### src/design/lft_pkg.sv
// Shared constants, field widths, operation codes and record types of the LRU frame table.
// Used by the frame cell and by the top level.
`default_nettype none
package lft_pkg;
   localparam int FRAMES    = 256;
   localparam int PAGES     = 32;
   localparam int PROCESSES = 256;

   localparam int IDX_W  = $clog2(FRAMES);
   localparam int PAGE_W = $clog2(PAGES);
   localparam int PID_W  = $clog2(PROCESSES);
   localparam int FUNC_W = 2;
   localparam int SEC_W  = 32;
   localparam int NS_W   = 30;
   localparam int TS_W   = SEC_W + NS_W;

   localparam int REQ_BITS    = FUNC_W + PAGE_W + PID_W + SEC_W + NS_W;
   localparam int REQ_TDATA_W = ((REQ_BITS + 7) / 8) * 8;
   localparam int RSP_BITS    = 2 + IDX_W;
   localparam int RSP_TDATA_W = ((RSP_BITS + 7) / 8) * 8;

   localparam logic [FUNC_W-1:0] FUNC_TOUCH  = 2'd0;
   localparam logic [FUNC_W-1:0] FUNC_DIRTY  = 2'd1;
   localparam logic [FUNC_W-1:0] FUNC_RMPAGE = 2'd2;
   localparam logic [FUNC_W-1:0] FUNC_RMPROC = 2'd3;

   typedef struct packed {
      logic              valid;
      logic              hit;
      logic [IDX_W-1:0]  hit_idx;
      logic              free;
      logic [IDX_W-1:0]  free_idx;
      logic              proc;
      logic [IDX_W-1:0]  proc_idx;
      logic [TS_W-1:0]   old_ts;
      logic [IDX_W-1:0]  old_idx;
   } carry_type;

   typedef struct packed {
      logic [FUNC_W-1:0] func;
      logic [PID_W-1:0]  pid;
      logic [PAGE_W-1:0] page;
      logic [TS_W-1:0]   now;
   } cmd_type;

   typedef struct packed {
      logic             en;
      logic             hit;
      logic [IDX_W-1:0] sel;
   } commit_type;
endpackage
`default_nettype wire

### src/design/lft_cell.sv
// One frame of the table: holds the frame state, folds it into the passing scan record
// and applies the commit of an operation. Depends on lft_pkg.
`default_nettype none
module lft_cell (
   input  wire logic                     clock,
   input  wire logic                     reset,
   input  wire logic [lft_pkg::IDX_W-1:0] cell_index,
   input  wire lft_pkg::cmd_type         cmd,
   input  wire lft_pkg::commit_type      commit,
   input  wire lft_pkg::carry_type       carry_in,
   output lft_pkg::carry_type            carry_out
);
   import lft_pkg::*;

   logic              valid_ff, valid_in;
   logic [PID_W-1:0]  owner_ff, owner_in;
   logic [PAGE_W-1:0] page_ff, page_in;
   logic              dirty_ff, dirty_in;
   logic [TS_W-1:0]   ts_ff, ts_in;
   carry_type         carry_ff, carry_in_next;
   logic              own_match, page_match, selected;

   assign own_match  = valid_ff && (owner_ff == cmd.pid);
   assign page_match = own_match && (page_ff == cmd.page);
   assign selected   = commit.en && (commit.sel == cell_index);

   always_comb begin
      carry_in_next = carry_in;
      if (!carry_in.hit && page_match) begin
         carry_in_next.hit     = 1'b1;
         carry_in_next.hit_idx = cell_index;
      end
      if (!carry_in.free && !valid_ff) begin
         carry_in_next.free     = 1'b1;
         carry_in_next.free_idx = cell_index;
      end
      if (!carry_in.proc && own_match) begin
         carry_in_next.proc     = 1'b1;
         carry_in_next.proc_idx = cell_index;
      end
      if (ts_ff < carry_in.old_ts) begin
         carry_in_next.old_ts  = ts_ff;
         carry_in_next.old_idx = cell_index;
      end
   end

   always_comb begin
      valid_in = valid_ff;
      owner_in = owner_ff;
      page_in  = page_ff;
      dirty_in = dirty_ff;
      ts_in    = ts_ff;
      if (commit.en) begin
         unique case (cmd.func)
            FUNC_TOUCH: begin
               if (selected) begin
                  ts_in = cmd.now;
                  if (!commit.hit) begin
                     valid_in = 1'b1;
                     owner_in = cmd.pid;
                     page_in  = cmd.page;
                     dirty_in = 1'b0;
                  end
               end
            end
            FUNC_DIRTY: begin
               if (selected && commit.hit) begin
                  dirty_in = 1'b1;
               end
            end
            FUNC_RMPAGE: begin
               if (selected && commit.hit) begin
                  valid_in = 1'b0;
               end
            end
            FUNC_RMPROC: begin
               if (own_match) begin
                  valid_in = 1'b0;
               end
            end
            default: begin
               valid_in = valid_ff;
            end
         endcase
      end
   end

   always_ff @(posedge clock) begin
      owner_ff <= owner_in;
      page_ff  <= page_in;
      dirty_ff <= dirty_in;
      ts_ff    <= ts_in;
      if (reset) begin
         valid_ff <= 1'b0;
         carry_ff <= '0;
      end else begin
         valid_ff <= valid_in;
         carry_ff <= carry_in_next;
      end
   end

   assign carry_out = carry_ff;
endmodule
`default_nettype wire

### config.mk
export PLATFORM = sky130hd
export DESIGN_NAME = lft_cell
export DESIGN_NICKNAME = d
export VERILOG_FILES = /design/src/design/lft_pkg.sv /design/src/design/lft_cell.sv
export SDC_FILE = /design/constraint.sdc
export NUM_CORES = 1
export LEC_CHECK = 0
export ABC_AREA = 1
export ABC_CLOCK_PERIOD_IN_PS = 2400
export BUFFER_PORTS_ARGS = -buffer_cell sky130_fd_sc_hd__buf_4
export CAP_MARGIN = 10
export CORE_ASPECT_RATIO = 1.5
export CORE_MARGIN = 2
export CORE_UTILIZATION = 38
export CTS_BUF_LIST = sky130_fd_sc_hd__clkbuf_4
export DETAILED_ROUTE_END_ITERATION = 7
export GPL_TIMING_DRIVEN = 0
export PLACE_DENSITY = 0.7
export SLEW_MARGIN = 25
export SYNTH_ARGS = -nofsm -noshare
export SYNTH_HDL_FRONTEND = slang
export SYNTH_SLANG_ARGS = --single-unit
### constraint.sdc
create_clock -name clock -period 2.4 [get_ports clock]
set_input_delay 0.24 -clock clock [delete_from_list [all_inputs] [get_ports clock]]
set_output_delay 0.24 -clock clock [all_outputs]
set_load 0.02 [all_outputs]
==> flow_metrics.py <==
metrics = {
    "die": {
        "start_util_pct": 38.5,
        "row_count": 69,
        "die_h_um": 193,
        "fp.dieArea_mm2": 0.0251,
        "fp.coreArea_mm2": 0.0236,
        "io_pins": 293,
        "die_x_um": 130,
    },
    "timing": {
        "min_period_ns": 2.32,
        "tns_ns": 0,
        "fmax_ghz": 0.430,
        "max_slew_margin_pct": 49.4,
        "timing.final.crit_share_pct": 96.9,
        "hold_viol_final": 0,
        "setup_viol": 0,
        "rsz0062_at_grt": "true",
        "slew_violations": 0,
        "skew_ns": 0.0329,
        "worstMarginPinSlew_ns": 0.758,
    },
    "placed_design": {
        "place_congestion": 0.880,
        "placed_area_mm2": 0.0117,
        "portBuffers": 292,
        "place_inst": 1646,
        "dpl.hpwl_um": 20400,
    },
    "critical_path": {
        "cpPeakStageDelay_ns": 0.47,
        "r2r.worst_path.cells": 10,
        "critPathLaunchType": "flop",
        "crit_arrival_ns": 2.82,
        "worstSetupPathType": "reg2reg",
        "r2r_start": "ts_ff[60]$_DFFE_PP_",
        "critPathRequiredTime_ns": 2.89,
        "r2r-end": "carry_out[3]$_SDFF_PP0_",
        "worstPathCellList": "ha_4 > nand4_1 > nor2_4 > nand2_4 > nor3_4 > nand2_4 > buf_12 > buf_8 > a21oi_2 > nor2_1",
        "reg2reg_slack_ns": 0.08,
        "worstPathMaxFanout": 10,
        "crit_slowest_cell": "edfxtp_1",
        "cp_top_family": "simple AND/OR/NAND/NOR gates",
        "endpoint_kind": "flop",
        "cpMostUsedCell": "nand2_4",
        "crit_start": "ts_ff[60]$_DFFE_PP_",
        "crit_buf_inv": 2,
    },
    "clocking": {
        "cts_tree": "yes",
        "clockBufferDepth": 2,
        "root_buffer": "clkbuf_4",
        "worst_skew_pair.late_latency_ns": 0.60,
        "clock_sinks": 174,
        "cts_made_buffers": 17,
        "path_clk_slew_ns": 0.16,
        "htreeDepth": 4,
    },
    "yosys": {
        "syn-num-nets": 1293,
        "async_flop_share_pct": 0,
        "synth-simple-area-share_pct": 20.5,
        "yosysUniqueCellTypes": 32,
        "synth_top_family_by_area": "simple AND/OR/NAND/NOR gates",
        "synth_xor_area_share_pct": 0.870,
        "synth_compound_area_share_pct": 11.2,
        "synthCells": 1034,
        "synth_area_per_cell_um2": 8.77,
        "yosys.area.top_type_share_pct": 24.8,
        "synthesis.area_mm2": 0.00906,
        "ys_seq_area_share_pct": 46.7,
        "ys_seq_elements": 174,
        "synth_edf_count": 75,
        "synth_top_cell_by_area": "edfxtp_1",
        "synth_most_common_cell": "inv_1",
        "synth_flop_cell": "dfxtp_1",
        "yosys-top-cells-area": "edfxtp_1 (25%), dfxtp_1 (22%), ha_1 (8.8%)",
        "synth_fa_ha_area_share_pct": 8.83,
        "yosysWarnings": 0,
        "synth_commonest_cells": "inv_1 (200), nand2_1 (189), dfxtp_1 (99)",
        "muxShareOfSynthArea_pct": 0,
    },
    "layout": {
        "finalNonFillerCells": 1878,
        "postLayoutCellArea_mm2": 0.0141,
        "fillers": 1930,
        "syn_to_final_growth_pct": 55.5,
        "fin_util_pct": 59.8,
        "drive_gt1_share_pct": 33.0,
        "nNetsFinal": 1799,
    },
    "drt": {
        "drtIter0Drc": 340,
        "vias": 8647,
        "ant_nets": 0,
        "routedWlPerCell_um": 15.7,
        "post-route-drc-count": 0,
        "vias_per_cell": 4.60,
        "dr.pass1.iters": 5,
        "wl_um": 29600,
    },
    "pwr": {
        "vdd.ir_drop.worst_mv": 0.310,
        "powerDensity_mw_per_mm2": 459,
        "power.leakage_uw": 0.00701,
        "total_power_uw": 6470,
    },
    "worst_hold_path": {
        "hp-start": "commit[8]",
        "min_path_cells": 2,
        "hold_path.class": "in2reg",
        "min_to": "owner_ff[3]$_DFFE_PP_",
    },
    "run_status": {
        "status": "completed",
    },
    "global_route": {
        "grt_overflow": 0,
        "grt_antenna_before_repair": 6,
        "grt_pass1_vias": 8932,
        "grt_max_degree": 37,
        "grt_pass1_wl_um": 44100,
        "grt.total_usage_pct": 23.1,
    },
    "job": {
        "drv_cap": 0,
    },
}
[flip-flops by register name (all words and copies together) (netlist names)]
signal,flops
carry_out,98
valid_ff,1
ts_ff,62
page_ff,5
owner_ff,8
[metrics by stage]
stage / hold slack (ns) / worst slack [ns]
finish: 0.0742 / 0.0752
global route: 0.0306 / -0.0610
CTS: 0.0129 / 0.0122
detailed placement: 0.419 / -0.264
global placement: 0.419 / -1.19
floorplan: 0.309 / 0.0168
[placed cells by master (no fill, tap or decap), types with 4 or more instances in the layout]
| master | n |
|---|---|
| buf_12 | 4 |
| inv_6 | 5 |
| diode_2 | 6 |
| buf_8 | 4 |
| ha_1 | 63 |
| a21oi_4 | 8 |
| o21ai_0 | 23 |
| nor2_2 | 35 |
| a21oi_1 | 48 |
| edfxtp_1 | 75 |
| buf_4 | 303 |
| buf_2 | 7 |
| dfxtp_1 | 99 |
| xor2_1 | 6 |
| inv_1 | 199 |
| clkbuf_4 | 19 |
| o21ai_1 | 4 |
| nand4_1 | 6 |
| nor2_1 | 64 |
| dlygate4sd3_1 | 189 |
| clkbuf_1 | 9 |
| nand3_1 | 53 |
| buf_6 | 12 |
| nand2_1 | 189 |
| nand3_2 | 30 |
| a21oi_2 | 62 |
[worst register-to-register path, stage by stage (launching register included)]
cell and delay, ns:
edfxtp_1 0.47, ha_4 0.30, nand4_1 0.18, nor2_4 0.22, nand2_4 0.09, nor3_4 0.26
nand2_4 0.14, buf_12 0.18, buf_8 0.17, a21oi_2 0.15, nor2_1 0.08
[area by class of cell]
| type | instances | area (µm²) | area share, % |
|---|---|---|---|
| well taps | 319 | 399 | 2.83 |
| plain buffers | 44 | 385 | 2.73 |
| clock inverters | 14 | 156 | 1.11 |
| inverters | 202 | 761 | 5.40 |
| flip-flops and latches | 174 | 4230 | 30.0 |
| multi-input cells | 614 | 3870 | 27.4 |
| clock buffers | 18 | 135 | 0.959 |
| repair buffers | 487 | 4140 | 29.4 |
| diodes | 6 | 15.0 | 0.107 |
[worst max-delay path by stage]
stage	endpoint	slack, ns	cells past startpoint
floorplan	ts_ff[0]$_DFFE_PP_	0.02	8
global placement	ts_ff[45]$_DFFE_PP_	-1.19	9
detailed placement	carry_out[7]$_SDFF_PP0_	-0.26	10
CTS	carry_out[51]$_SDFF_PP0_	0.01	10
global route	carry_out[3]$_SDFF_PP0_	-0.06	10
finish	carry_out[3]$_SDFF_PP0_	0.08	10
[routing by layer]
| layer | wire length (µm) | global-route usage, % | share of wire (%) | vias to the layer above |
|---|---|---|---|---|
| li1 | - | - | - | 4293 |
| met1 | 10700 | 22.7 | 36 | 3978 |
| met2 | 16200 | 44.6 | 55 | 302 |
| met3 | 1580 | 5.30 | 5.4 | 72 |
| met4 | 1080 | 11.3 | 3.7 | 2 |
| met5 | 11 | 0 | 0.037 | - |
[cells by family after synthesis]
logic type / after synthesis
AND/OR/NAND/NOR: 392
flip-flops: 174
buffers and inverters: 246
AO/OA/AOI/OAI: 149
adder cells (fa/ha/maj): 64
XOR/XNOR: 9
[where the power goes]
part | switching (µW) | internal [µW] | leakage (µW)
clock network | 1150 | 650 | 0.000152
registers | 33.3 | 3190 | 0.00150
logic | 692 | 760 | 0.00536
[what timing repair did]
action / in CTS / in global routing
setup endpoints to repair: 70 / 70
setup buffers: 2 / 3
endpoints found under the hold margin: 173 / 0
hold buffers: 189 / 0
pin swaps: 4 / 10
resized for setup: 10 / 42
Note: power is estimated with default switching activity, not from simulation.
